File: config.mk
export PLATFORM = sky130hd
export DESIGN_NAME = grw_ctrl
export DESIGN_NICKNAME = d
export VERILOG_FILES = /design/src/grw_pkg.sv /design/src/grw_ctrl.sv
export SDC_FILE = /design/constraint.sdc
export NUM_CORES = 1
export LEC_CHECK = 0
export BUFFER_PORTS_ARGS = -buffer_cell sky130_fd_sc_hd__buf_2
export CORE_ASPECT_RATIO = 0.8
export CORE_MARGIN = 2
export CORE_UTILIZATION = 58
export DETAILED_ROUTE_END_ITERATION = 8
export GPL_ROUTABILITY_DRIVEN = 0
export PLACE_DENSITY = 0.84
export SLEW_MARGIN = 20
export SYNTH_ARGS = -nofsm -noshare
export SYNTH_HDL_FRONTEND = slang
export SYNTH_SLANG_ARGS = --single-unit
File: constraint.sdc
create_clock -name clk -period 7.2 [get_ports clk]
set_clock_uncertainty 0.15 [all_clocks]
set_input_delay 1.44 -clock clk [delete_from_list [all_inputs] [get_ports clk]]
set_output_delay 1.44 -clock clk [all_outputs]
set_load 0.005 [all_outputs]
File: src/grw_pkg.sv
package grw_pkg;

  localparam int MAP_SIZE     = 8;
  localparam int CELL_W       = 3;
  localparam int IDX_W        = 6;
  localparam int POS_W        = 15;
  localparam int FRAC_W       = 12;
  localparam int ANGLE_BITS   = 12;
  localparam int CORDIC_STEPS = 16;
  localparam int STEP_IDX_W   = 4;
  localparam int CV_W         = 33;
  localparam int CZ_W         = 34;
  localparam int QUO_W        = 47;
  localparam int DVS_W        = 32;
  localparam int T_W          = 53;
  localparam int DQ_W         = 25;
  localparam int PERP_W       = 27;
  localparam int CFG_W        = 64;
  localparam int CFG_IDX_W    = 1;
  localparam int HH_W         = 10;
  localparam int OUT_W        = 16;
  localparam int CNT_W        = 6;
  localparam int DIV_STEPS    = QUO_W;
  localparam int COORD_W      = CELL_W + 2;

  localparam logic [CFG_IDX_W-1:0] REG_WALL_MAP    = 1'b0;
  localparam logic [CFG_IDX_W-1:0] REG_HALF_HEIGHT = 1'b1;

  localparam logic signed [CV_W-1:0] CORDIC_GAIN = 33'sd652032874;
  localparam logic [QUO_W-1:0] STEP_CAP = {1'b1, {(QUO_W-1){1'b0}}};
  localparam logic [DQ_W-1:0]  DIST_CAP = {1'b1, {(DQ_W-1){1'b0}}};
  localparam logic [HH_W-1:0]  HH_RESET = 10'd240;

  typedef enum logic [1:0] {
    DIV_X = 2'd0,
    DIV_Y = 2'd1,
    DIV_S = 2'd2
  } div_sel_t;

  typedef struct packed {
    logic                  load;
    logic                  cinit;
    logic                  csel_off;
    logic                  cstep;
    logic [STEP_IDX_W-1:0] cidx;
    logic                  cfin_a;
    logic                  cfin_b;
    logic                  div_ld;
    div_sel_t              div_sel;
    logic                  div_step;
    logic                  dnx_st;
    logic                  dny_st;
    logic                  mul_x;
    logic                  mul_y;
    logic                  dda_step;
    logic                  perp_st;
    logic                  out_load;
  } cmd_t;

  typedef struct packed {
    logic hit;
  } stat_t;

  function automatic logic signed [CZ_W-1:0] atan_turn(input logic [STEP_IDX_W-1:0] i);
    logic signed [CZ_W-1:0] r;
    unique case (i)
      4'd0:    r = 34'sd536870912;
      4'd1:    r = 34'sd316933410;
      4'd2:    r = 34'sd167458907;
      4'd3:    r = 34'sd85004757;
      4'd4:    r = 34'sd42667331;
      4'd5:    r = 34'sd21354465;
      4'd6:    r = 34'sd10679838;
      4'd7:    r = 34'sd5340245;
      4'd8:    r = 34'sd2670163;
      4'd9:    r = 34'sd1335087;
      4'd10:   r = 34'sd667544;
      4'd11:   r = 34'sd333772;
      4'd12:   r = 34'sd166886;
      4'd13:   r = 34'sd83443;
      4'd14:   r = 34'sd41722;
      default: r = 34'sd20861;
    endcase
    return r;
  endfunction

  // arithmetic shift rounding toward zero
  function automatic logic signed [CV_W-1:0] shr_tz(input logic signed [CV_W-1:0] v,
                                                   input logic [STEP_IDX_W-1:0] n);
    logic signed [CV_W-1:0] m;
    m = v[CV_W-1] ? -v : v;
    m = m >>> n;
    return v[CV_W-1] ? -m : m;
  endfunction

endpackage

File: src/grw_ctrl.sv
module grw_ctrl import grw_pkg::*; (
  input  logic  clk,
  input  logic  rst,
  input  logic  in_valid,
  output logic  in_ready,
  output logic  out_valid,
  input  logic  out_ready,
  input  stat_t stat,
  output cmd_t  cmd
);

  typedef enum logic [17:0] {
    S_IDLE    = 18'h00001,
    S_CINIT_A = 18'h00002,
    S_CSTEP_A = 18'h00004,
    S_CFIN_A  = 18'h00008,
    S_DIVX_LD = 18'h00010,
    S_DIVX    = 18'h00020,
    S_DIVY_LD = 18'h00040,
    S_DIVY    = 18'h00080,
    S_MULX    = 18'h00100,
    S_MULY    = 18'h00200,
    S_DDA     = 18'h00400,
    S_CINIT_B = 18'h00800,
    S_CSTEP_B = 18'h01000,
    S_CFIN_B  = 18'h02000,
    S_PERP    = 18'h04000,
    S_DIVS_LD = 18'h08000,
    S_DIVS    = 18'h10000,
    S_FIN     = 18'h20000
  } state_t;

  state_t           state, state_next;
  logic [CNT_W-1:0] cnt, cnt_next;
  logic             out_valid_next;
  logic             out_free;

  localparam logic [CNT_W-1:0] CORDIC_LAST = CNT_W'(CORDIC_STEPS - 1);
  localparam logic [CNT_W-1:0] DIV_LAST    = CNT_W'(DIV_STEPS - 1);
  localparam logic [CNT_W-1:0] DDA_LAST    = CNT_W'(4 * MAP_SIZE - 1);

  assign out_free = !out_valid || out_ready;
  assign in_ready = (state == S_IDLE);

  always_comb begin
    state_next     = state;
    cnt_next       = cnt + CNT_W'(1);
    out_valid_next = out_valid && !out_ready;
    cmd            = '0;
    cmd.cidx       = cnt[STEP_IDX_W-1:0];
    cmd.div_sel    = DIV_X;
    unique case (state)
      S_IDLE: begin
        cmd.load = in_valid;
        if (in_valid) state_next = S_CINIT_A;
      end
      S_CINIT_A: begin
        cmd.cinit  = 1'b1;
        cnt_next   = '0;
        state_next = S_CSTEP_A;
      end
      S_CSTEP_A: begin
        cmd.cstep = 1'b1;
        if (cnt == CORDIC_LAST) state_next = S_CFIN_A;
      end
      S_CFIN_A: begin
        cmd.cfin_a = 1'b1;
        state_next = S_DIVX_LD;
      end
      S_DIVX_LD: begin
        cmd.div_ld  = 1'b1;
        cmd.div_sel = DIV_X;
        cnt_next    = '0;
        state_next  = S_DIVX;
      end
      S_DIVX: begin
        cmd.div_step = 1'b1;
        if (cnt == DIV_LAST) state_next = S_DIVY_LD;
      end
      S_DIVY_LD: begin
        cmd.dnx_st  = 1'b1;
        cmd.div_ld  = 1'b1;
        cmd.div_sel = DIV_Y;
        cnt_next    = '0;
        state_next  = S_DIVY;
      end
      S_DIVY: begin
        cmd.div_step = 1'b1;
        if (cnt == DIV_LAST) state_next = S_MULX;
      end
      S_MULX: begin
        cmd.dny_st = 1'b1;
        cmd.mul_x  = 1'b1;
        state_next = S_MULY;
      end
      S_MULY: begin
        cmd.mul_y  = 1'b1;
        cnt_next   = '0;
        state_next = S_DDA;
      end
      S_DDA: begin
        cmd.dda_step = 1'b1;
        if (stat.hit || cnt == DDA_LAST) state_next = S_CINIT_B;
      end
      S_CINIT_B: begin
        cmd.cinit    = 1'b1;
        cmd.csel_off = 1'b1;
        cnt_next     = '0;
        state_next   = S_CSTEP_B;
      end
      S_CSTEP_B: begin
        cmd.cstep = 1'b1;
        if (cnt == CORDIC_LAST) state_next = S_CFIN_B;
      end
      S_CFIN_B: begin
        cmd.cfin_b = 1'b1;
        state_next = S_PERP;
      end
      S_PERP: begin
        cmd.perp_st = 1'b1;
        state_next  = S_DIVS_LD;
      end
      S_DIVS_LD: begin
        cmd.div_ld  = 1'b1;
        cmd.div_sel = DIV_S;
        cnt_next    = '0;
        state_next  = S_DIVS;
      end
      S_DIVS: begin
        cmd.div_step = 1'b1;
        if (cnt == DIV_LAST) state_next = S_FIN;
      end
      S_FIN: begin
        if (out_free) begin
          cmd.out_load   = 1'b1;
          out_valid_next = 1'b1;
          state_next     = S_IDLE;
        end
      end
      default: state_next = S_IDLE;
    endcase
  end

  always_ff @(posedge clk) begin
    if (rst) begin
      state     <= S_IDLE;
      cnt       <= '0;
      out_valid <= 1'b0;
    end else begin
      state     <= state_next;
      cnt       <= cnt_next;
      out_valid <= out_valid_next;
    end
  end

endmodule

==> summary.txt, run 1 <==
Status
  • Status: completed

GRT
  • Overall routing resource usage: 26.6%
  • Largest net degree at the start of global routing: 17
  • First-pass GRT wire length: 5880 um
  • Grt ovf: 0
  • Vias in the first global route: 1268
  • Antenna violations before repair: 0

Route
  • Via count: 1370
  • First-pass iteration count of the detailed router: 4
  • Antenna Nets Post-Route: 0
  • Via density: 5.96
  • First DRT Iteration DRCs: 137
  • Final wirelength: 3600 um
  • DRC: 0
  • Routed WL per cell: 15.7 um

STA
  • Worst-margin pin slew: 0.585 ns
  • Final setup viols: 0
  • Setup ws final: 3.15 ns
  • Relative slew slack: 60.7%
  • Pins Over Slew Limit: 0
  • RSZ-0062 raised after global routing: no
  • Post-route setup TNS: 0 ns
  • Hold Fails Final Rpt: 0
  • Tmin final: 4.05 ns
  • Fin crit share: 56.3%
  • Fmax achieved: 247 MHz

Placement
  • Port Buf Inserts: 27
  • Pre-CTS WS: 3.57 ns
  • Hpwl dp: 2750 um

Yosys
  • Mapped Cells: 173
  • Simple-gate area share of the yosys netlist: 41.1%
  • Post-synthesis xor/xnor area fraction: 4.76%
  • Largest family of logic cells by synthesized area: simple AND/OR/NAND/NOR gates
  • Synth Area in Adders: 1.70%
  • Number of flops mapped to enable cells by yosys: 0
  • Synthesized Nets: 180
  • Seq/Total Area, Yosys: 34.0%
  • Main flop type after synthesis: dfxtp_1
  • Mapped cell area: 1470 sq um
  • Yosys reg bits: 25
  • Mux cell area share after synthesis: 0%
  • YS warnings: 0
  • Post-Syn Area per Cell: 8.51 sq um
  • Asr flop ratio synth: 0%
  • Compound-Gate Fraction of Synth Area: 12.5%
  • Yosys cell types: 45

CTS
  • Cts bufs inserted: 3
  • TritonCTS clock tree: done
  • Clock sink total: 25
  • Skew-Pair Late Insertion Delay: 0.33 ns
  • Reg clk slew, reported paths: 0.14 ns
  • H-tree levels: 1
  • CTS Root Cell: clkbuf_4
  • Clock Path Buffers: 2
  • Post-CTS Resized: 0
  • Post-CTS setup buffers: 0
  • Hold buffers post-CTS: 0

Critical path
  • CP Capture Type: primary output
  • Type of origin of the critical path: flop
  • R2r endpoint: state[8]$_SDFFE_PP0P_
  • Setup CP Type: flop to primary output
  • Crit path arrival time: 2.46 ns
  • CP Launch Point: state[12]$_SDFFE_PP0P_
  • Crit path required time: 5.61 ns
  • Crit-path max FO: 9
  • R2r worst-path depth: 7
  • CP Capture Point: cmd[17]
  • R2R Setup Slk: 4.23 ns
  • RR Startpoint: state[12]$_SDFFE_PP0P_

Final layout
  • Commonest non-fill, non-tap cell in the layout: nor2_1
  • N_diodes: 0
  • Fill count: 221
  • Commonest non-fill, non-tap cells in the layout: 28 x nor2_1, 27 x buf_2, 25 x dfxtp_1
  • Layout cells sized above 1: 23.7%
  • Fin util: 66.7%
  • Fin nets: 202
  • Area Overhead vs Synth: 9.69%

Flow run
  • Max_cap viols: 0

Floorplanning
  • IO Count: 28
  • Core area: 2420 sq um
  • Starting density of the core: 60.8%
  • Die Height: 49.1 um
  • Die Wd: 60.3 um
  • Row cnt: 16
  • Die area: 2960 sq um

Worst hold path
  • Worst hold path type: flop to flop

Power and ir drop
  • Leak pwr: 0.757 nW
  • Max rail drop VDD: 113 uV
  • Power Dens Cells: 192 nW/um^2
## area by class of cell
| cell class | instances | area, sq um | area share (%) |
|---|---|---|---|
| clock buffer | 3 | 22.5 | 1.39 |
| sequential | 25 | 500 | 31.0 |
| timing repair buffer | 27 | 135 | 8.37 |
| multi-input combinational | 132 | 885 | 54.8 |
| clock inverter | 1 | 5.00 | 0.310 |
| tap | 36 | 45.0 | 2.79 |
| inverter | 6 | 22.5 | 1.39 |
## power by group
group	leakage (nW)	internal (mW)	total [mW]	switching (mW)
sequential	0.202	0.144	0.153	0.00824
clock	0.0177	0.0209	0.0649	0.0440
combinational	0.537	0.0404	0.0930	0.0526
## flip-flops by register name (all words and copies together) (netlist names)
register   flops
state         18
out_valid      1
cnt            6
## worst min path at each step
stage,endpoint,slack (ns),cells past startpoint,start
floorplan,cnt[0]$_SDFF_PP0_,0.29,1,cnt[0]$_SDFF_PP0_
global placement,cnt[0]$_SDFF_PP0_,0.30,1,cnt[0]$_SDFF_PP0_
detailed placement,cnt[0]$_SDFF_PP0_,0.32,1,cnt[0]$_SDFF_PP0_
CTS,cnt[0]$_SDFF_PP0_,0.35,1,cnt[0]$_SDFF_PP0_
global route,cnt[0]$_SDFF_PP0_,0.38,1,cnt[0]$_SDFF_PP0_
finish,cnt[0]$_SDFF_PP0_,0.34,1,cnt[0]$_SDFF_PP0_
## worst max-delay path, stage by stage, from the launching register on
cell and delay [ns]:
dfxtp_1 0.39, or4_1 0.75, nor4_1 0.58, a22oi_1 0.21, inv_1 0.09, buf_2 0.11
## synthesized netlist by cell type (all sizes together) (2+ instances only)
library cell | instances | area, sq um
clkbuf | 3 | 11.3
and3 | 2 | 12.5
nor2 | 28 | 105
and4b | 2 | 20.0
nand2b | 3 | 18.8
nand4 | 3 | 18.8
or4 | 8 | 71.3
dfxtp | 25 | 500
xor2 | 5 | 43.8
nor3 | 5 | 25.0
or2 | 3 | 18.8
nand3b | 2 | 27.5
nand3 | 5 | 25.0
nor4 | 8 | 77.6
o21ai | 4 | 20.0
buf | 7 | 53.8
a21oi | 9 | 48.8
nand4b | 2 | 17.5
xnor2 | 3 | 26.3
nor2b | 11 | 68.8
ha | 2 | 25.0
nand2 | 10 | 37.5
inv | 6 | 22.5
o22ai | 2 | 12.5
or3 | 2 | 12.5
## routing by layer
layer | vias to the layer above | wire length, um | track usage [%] | share of wire [%]
met1 | 628 | 1560 | 36.9 | 43
met3 | 10 | 341 | 7.16 | 9.5
met4 | 0 | 64 | 8.89 | 1.8
li1 | 655 | - | - | -
met5 | - | 0 | 0 | 0
met2 | 77 | 1640 | 39.5 | 45
## through the flow
step	cell area [sq um]	hold WS, ns	std cells	total power [mW]
6_report	1620	0.341	230	0.311
5_1_grt	1620	0.375	230	0.328
4_1_cts	1620	0.347	230	0.310
3_5_place_dp	1590	0.316	226	0.246
3_3_place_gp	1590	0.304	226	0.242
2_1_floorplan	1470	0.291	173	0.224
## cells by family after synthesis
logic type	Yosys count
buffers and inverters	16
xor gates and xnor gates	8
DFF	25
adders and majority gates	2
AOI/OAI and AO/OA	24
and+or+nand+nor	98
Note: power is estimated with default switching activity, not from simulation.
==> run 2: changes to the inputs <==
--- a/config.mk
+++ b/config.mk
@@ -8,10 +8,10 @@
 export BUFFER_PORTS_ARGS = -buffer_cell sky130_fd_sc_hd__buf_2
 export CORE_ASPECT_RATIO = 0.8
 export CORE_MARGIN = 2
-export CORE_UTILIZATION = 58
+export CORE_UTILIZATION = 49
 export DETAILED_ROUTE_END_ITERATION = 8
 export GPL_ROUTABILITY_DRIVEN = 0
-export PLACE_DENSITY = 0.84
+export PLACE_DENSITY = 0.76
 export SLEW_MARGIN = 20
 export SYNTH_ARGS = -nofsm -noshare
 export SYNTH_HDL_FRONTEND = slang
==> constraint.sdc (replaced) <==
create_clock -name clk -period 3.7 [get_ports clk]
set_clock_uncertainty 0.15 [all_clocks]
set_input_delay 0.74 -clock clk [delete_from_list [all_inputs] [get_ports clk]]
set_output_delay 0.74 -clock clk [all_outputs]
set_load 0.005 [all_outputs]
==> summary.txt, run 2 (synthesis results as in run 1) <==
Critical path
  • Setup CP Type: flop to primary output
  • Crit-path slowest cell: or4_1
  • RR Startpoint: state[4]$_SDFFE_PP0P_
  • Crit path required time: 2.81 ns
  • CP Capture Type: primary output
  • R2r worst-path depth: 7
  • Cell Chain, Critical Path: or4_1 -> nor4_2 -> nand2_1 -> nor2_1 -> buf_2
  • Crit-path max FO: 9
  • R2R Setup Slk: 0.85 ns
  • Worst path top cell family by delay: simple AND/OR/NAND/NOR gates
  • CP peak stage delay: 0.73 ns
  • Worst path bufs/invs: 1
  • Type of origin of the critical path: flop
  • R2r endpoint: state[8]$_SDFFE_PP0P_
  • Crit path arrival time: 2.38 ns

Final layout
  • Commonest non-fill, non-tap cell in the layout: nor2_1
  • Top reg by flops: state
  • Non-filler cells, final: 232
  • Fill count: 287
  • Largest registers: state: 18 flops, cnt: 6 flops, out_valid: 1 flops
  • Fin nets: 202
  • Layout cells sized above 1: 23.2%
  • Commonest non-fill, non-tap cells in the layout: 28 x nor2_1, 27 x buf_2, 25 x dfxtp_1
  • Area Overhead vs Synth: 11.0%
  • N_diodes: 0
  • Number of flip-flops in the largest register: 18

Route
  • Via density: 5.64
  • Via count: 1308
  • Antenna Nets Post-Route: 0
  • Routed WL per cell: 14.4 um
  • Final wirelength: 3340 um
  • First-pass iteration count of the detailed router: 4
  • DRC: 0
  • First DRT Iteration DRCs: 82

Placement
  • Placed instance count: 228
  • Port Buf Inserts: 27
  • Pre-CTS WS: 0.756 ns
  • Hpwl dp: 2600 um

GRT
  • Overall routing resource usage: 21.6%
  • Largest net degree at the start of global routing: 17
  • Vias in the first global route: 1180
  • Grt ovf: 0
  • First-pass GRT wire length: 5600 um
  • Antenna violations before repair: 0

Power and ir drop
  • Total power after layout: 0.635 mW
  • Leak pwr: 0.762 nW
  • Max rail drop VDD: 277 uV
  • Power Dens Cells: 388 nW/um^2

STA
  • Fin crit share: 88.3%
  • Worst-margin pin slew: 0.638 ns
  • Hold Slack: 0.370 ns
  • Post-route setup TNS: 0 ns
  • Hold Fails Final Rpt: 0
  • Pins Over Slew Limit: 0
  • RSZ-0062 raised after global routing: no
  • Setup ws final: 0.433 ns
  • Fmax achieved: 306 MHz
  • Tmin final: 3.27 ns
  • Final setup viols: 0
  • Relative slew slack: 57.1%

Floorplanning
  • Starting density of the core: 52.5%
  • Die area: 3460 sq um
  • IO Count: 28
  • Row cnt: 17
  • Die Wd: 65.3 um
  • Core area: 2810 sq um
  • Die Height: 53.0 um

Worst hold path
  • HP Start: cnt[0]$_SDFF_PP0_
  • Hold endpoint: cnt[0]$_SDFF_PP0_
  • Hold depth: 1
  • Worst hold path type: flop to flop

Flow run
  • Max_cap viols: 0

CTS
  • Clock sink total: 25
  • Skew-Pair Late Insertion Delay: 0.27 ns
  • TritonCTS clock tree: done
  • Hold buffers post-CTS: 0
  • CTS Root Cell: clkbuf_8
  • H-tree levels: 1
  • Post-CTS Resized: 0
  • Cts bufs inserted: 3
  • Clock Path Buffers: 2
  • Reg clk slew, reported paths: 0.08 ns
  • Post-CTS setup buffers: 0

Status
  • Status: completed
==> run 2: cell types whose count changed in the layout (fill, tap and decap cells not counted) <==
| cell | previous run | this run |
|---|---|---|
| clkbuf_8 | 0 | 3 |
| clkbuf_1 | 0 | 1 |
| clkinv_2 | 1 | 0 |
| clkbuf_4 | 3 | 0 |
==> run 2: per-stage QoR <==
stage / utilization [%] / area, sq um
after floorplan: - / 1470
after global placement: 56.6 / 1590
after detailed placement: 56.6 / 1590
after CTS: 58.2 / 1640
after global routing: 58.2 / 1640
final: 58.2 / 1640
==> run 2: cell type report <==
| cell class | instances | area (sq um) | area share [%] |
|---|---|---|---|
| Clock buffer | 4 | 45.0 | 2.75 |
| Inverter | 6 | 22.5 | 1.38 |
| Multi-Input combinational cell | 132 | 885 | 54.1 |
| Sequential cell | 25 | 500 | 30.6 |
| Tap cell | 38 | 47.5 | 2.91 |
| Timing Repair Buffer | 27 | 135 | 8.26 |
==> run 2: worst reg2reg max path: stages (launching register included) <==
cell and delay [ns]:
dfxtp_1 0.39, or4_1 0.72, nor4_2 0.47, a22oi_1 0.27, o22ai_1 0.31, a21oi_2 0.15
nand2b_1 0.20, nor3_1 0.07
==> run 2: worst max path at each step <==
| stage | cells after the start | slack (ns) | start | endpoint |
|---|---|---|---|---|
| final | 5 | 0.43 | state[12]$_SDFFE_PP0P_ | cmd[0] |
| after global routing | 5 | 0.28 | state[12]$_SDFFE_PP0P_ | cmd[0] |
| after CTS | 5 | 0.45 | state[12]$_SDFFE_PP0P_ | cmd[0] |
| after detailed placement | 5 | 0.76 | state[12]$_SDFFE_PP0P_ | cmd[0] |
| after global placement | 5 | 0.82 | state[12]$_SDFFE_PP0P_ | cmd[0] |
| after floorplan | 5 | 0.97 | state[12]$_SDFFE_PP0P_ | cmd[20] |
==> run 2: power by group <==
group	total, mW	internal [mW]	switching [mW]
Sequential	0.297	0.281	0.0163
Clock	0.161	0.0771	0.0835
Combinational	0.177	0.0785	0.0989
==> run 2: layer usage <==
layer	global-route usage, %	routed length (um)	vias to the layer above
met3	5.11	263	2
met1	30.7	1580	602
met5	0	0	-
met4	4.17	14	0
met2	33.3	1480	53
li1	-	-	651
==> run 3: changes to the inputs <==
==> constraint.sdc (replaced) <==
create_clock -name clk -period 3.7 [get_ports clk]
set_clock_uncertainty 0.15 [all_clocks]
set_input_delay 0.185 -clock clk [delete_from_list [all_inputs] [get_ports clk]]
set_output_delay 0.185 -clock clk [all_outputs]
set_load 0.005 [all_outputs]
==> summary.txt, run 3 (synthesis results as in run 1) <==
STA
  • Fmax achieved: 347 MHz
  • Tmin final: 2.88 ns
  • Post-route setup TNS: 0 ns
  • Setup ws final: 0.817 ns
  • Relative slew slack: 53.7%
  • Pins Over Slew Limit: 0
  • Hold Slack: 0.0478 ns
  • Hold Fails Final Rpt: 0
  • Final setup viols: 0
  • Fin crit share: 77.9%
  • Worst-margin pin slew: 0.689 ns
  • RSZ-0062 raised after global routing: no

Placement
  • Placed instance count: 228
  • Pre-CTS WS: 0.866 ns
  • Port Buf Inserts: 27
  • Post-DP Area: 1590 sq um
  • Hpwl dp: 2690 um

Final layout
  • Top reg by flops: state
  • Fin nets: 202
  • Number of flip-flops in the largest register: 18
  • Commonest non-fill, non-tap cell in the layout: nor2_1
  • Fin util: 58.2%
  • Largest registers: state: 18 flops, cnt: 6 flops, out_valid: 1 flops
  • Area Overhead vs Synth: 11.0%
  • Layout cells sized above 1: 23.2%
  • N_diodes: 0
  • Commonest non-fill, non-tap cells in the layout: 28 x nor2_1, 27 x buf_2, 25 x dfxtp_1
  • Non-filler cells, final: 232
  • Final instance area: 1640 sq um

Route
  • Final wirelength: 3410 um
  • Via count: 1328
  • Routed WL per cell: 14.7 um
  • First-pass iteration count of the detailed router: 5
  • Via density: 5.72
  • First DRT Iteration DRCs: 128
  • DRC: 0
  • Antenna Nets Post-Route: 0

GRT
  • First-pass GRT wire length: 5470 um
  • Grt ovf: 0
  • Vias in the first global route: 1242
  • Overall routing resource usage: 21.3%
  • Antenna violations before repair: 0
  • Largest net degree at the start of global routing: 17

CTS
  • Reg clk slew, reported paths: 0.09 ns
  • Cts bufs inserted: 3
  • Clock sink total: 25
  • H-tree levels: 1
  • Skew-Pair Late Insertion Delay: 0.27 ns
  • CTS Root Cell: clkbuf_8
  • Hold buffers post-CTS: 0
  • Post-CTS Resized: 0
  • Post-CTS setup buffers: 0
  • TritonCTS clock tree: done
  • Clock Path Buffers: 2

Flow run
  • Max_cap viols: 0

Critical path
  • Cell Chain, Critical Path: or4_1 -> nor4_2 -> and3_1 -> a221o_2 -> a21oi_2 -> nand2b_1 -> nor3_1
  • Setup CP Type: flop to flop
  • Crit path required time: 3.71 ns
  • Crit-path slowest cell: or4_1
  • Crit path arrival time: 2.89 ns
  • R2R Setup Slk: 0.82 ns
  • CP Capture Type: flop
  • Crit-path max FO: 9
  • CP peak stage delay: 0.75 ns
  • Type of origin of the critical path: flop

Power and ir drop
  • Internal power: 0.436 mW
  • Leak pwr: 0.762 nW
  • Power Dens Cells: 390 nW/um^2
  • Combinational power share: 28.1%
  • Switch share: 31.6%
  • Reg power frac: 46.4%
  • Clock share of power: 25.5%
  • Total power after layout: 0.638 mW
  • Max rail drop VDD: 236 uV
  • Sw power: 0.202 mW

Floorplanning
  • Die area: 3460 sq um
  • Die Wd: 65.3 um
  • Starting density of the core: 52.5%
  • Core area: 2810 sq um
  • IO Count: 28
  • Row cnt: 17
  • Die Height: 53.0 um

Worst hold path
  • Worst hold path type: input port to flop

Status
  • Status: completed
==> run 3: cell counts in the layout (fill, tap and decap cells not counted) <==
No cell type changed its count.
==> run 3: path summary, 6_finish.rpt <==
path,start,end,depth (start not counted)
worst max-delay path,state[12]$_SDFFE_PP0P_,state[8]$_SDFFE_PP0P_,7
worst min register to register,cnt[0]$_SDFF_PP0_,cnt[0]$_SDFF_PP0_,1
worst min-delay path,stat,state[10]$_SDFFE_PP0P_,3
worst max register to register,state[12]$_SDFFE_PP0P_,state[8]$_SDFFE_PP0P_,7
==> run 3: area by class of cell <==
cell class / count / area (sq um)
Clock buffer: 4 / 45.0
Fill cell: 277 / 1170
Inverter: 6 / 22.5
Multi-Input combinational cell: 132 / 885
Sequential cell: 25 / 500
Tap cell: 38 / 47.5
Timing Repair Buffer: 27 / 135
==> run 3: power groups by stage <==
stage / registers [mW] / clock network, mW / logic, mW
floorplan: 0.297 / 0 / 0.139
global placement: 0.300 / 0 / 0.172
detailed placement: 0.302 / 0 / 0.177
CTS: 0.296 / 0.166 / 0.178
global route: 0.298 / 0.178 / 0.196
finish: 0.296 / 0.162 / 0.179
==> run 3: routing by layer <==
layer  vias to the layer above  part of all wire, %  global-route usage (%)
met2                        55                   43                    33.0
li1                        655                    -                       -
met5                         -                    0                       0
met3                        15                   10                    7.66
met1                       603                   44                    26.5
met4                         0                  2.7                    10.1
==> run 3: critical path, delay by kind of cell (launching register included) <==
family / cells / cell delay, ns
AND/OR/NAND/NOR: 5 / 2.02
flip-flops: 1 / 0.38
AO/OA/AOI/OAI: 2 / 0.22
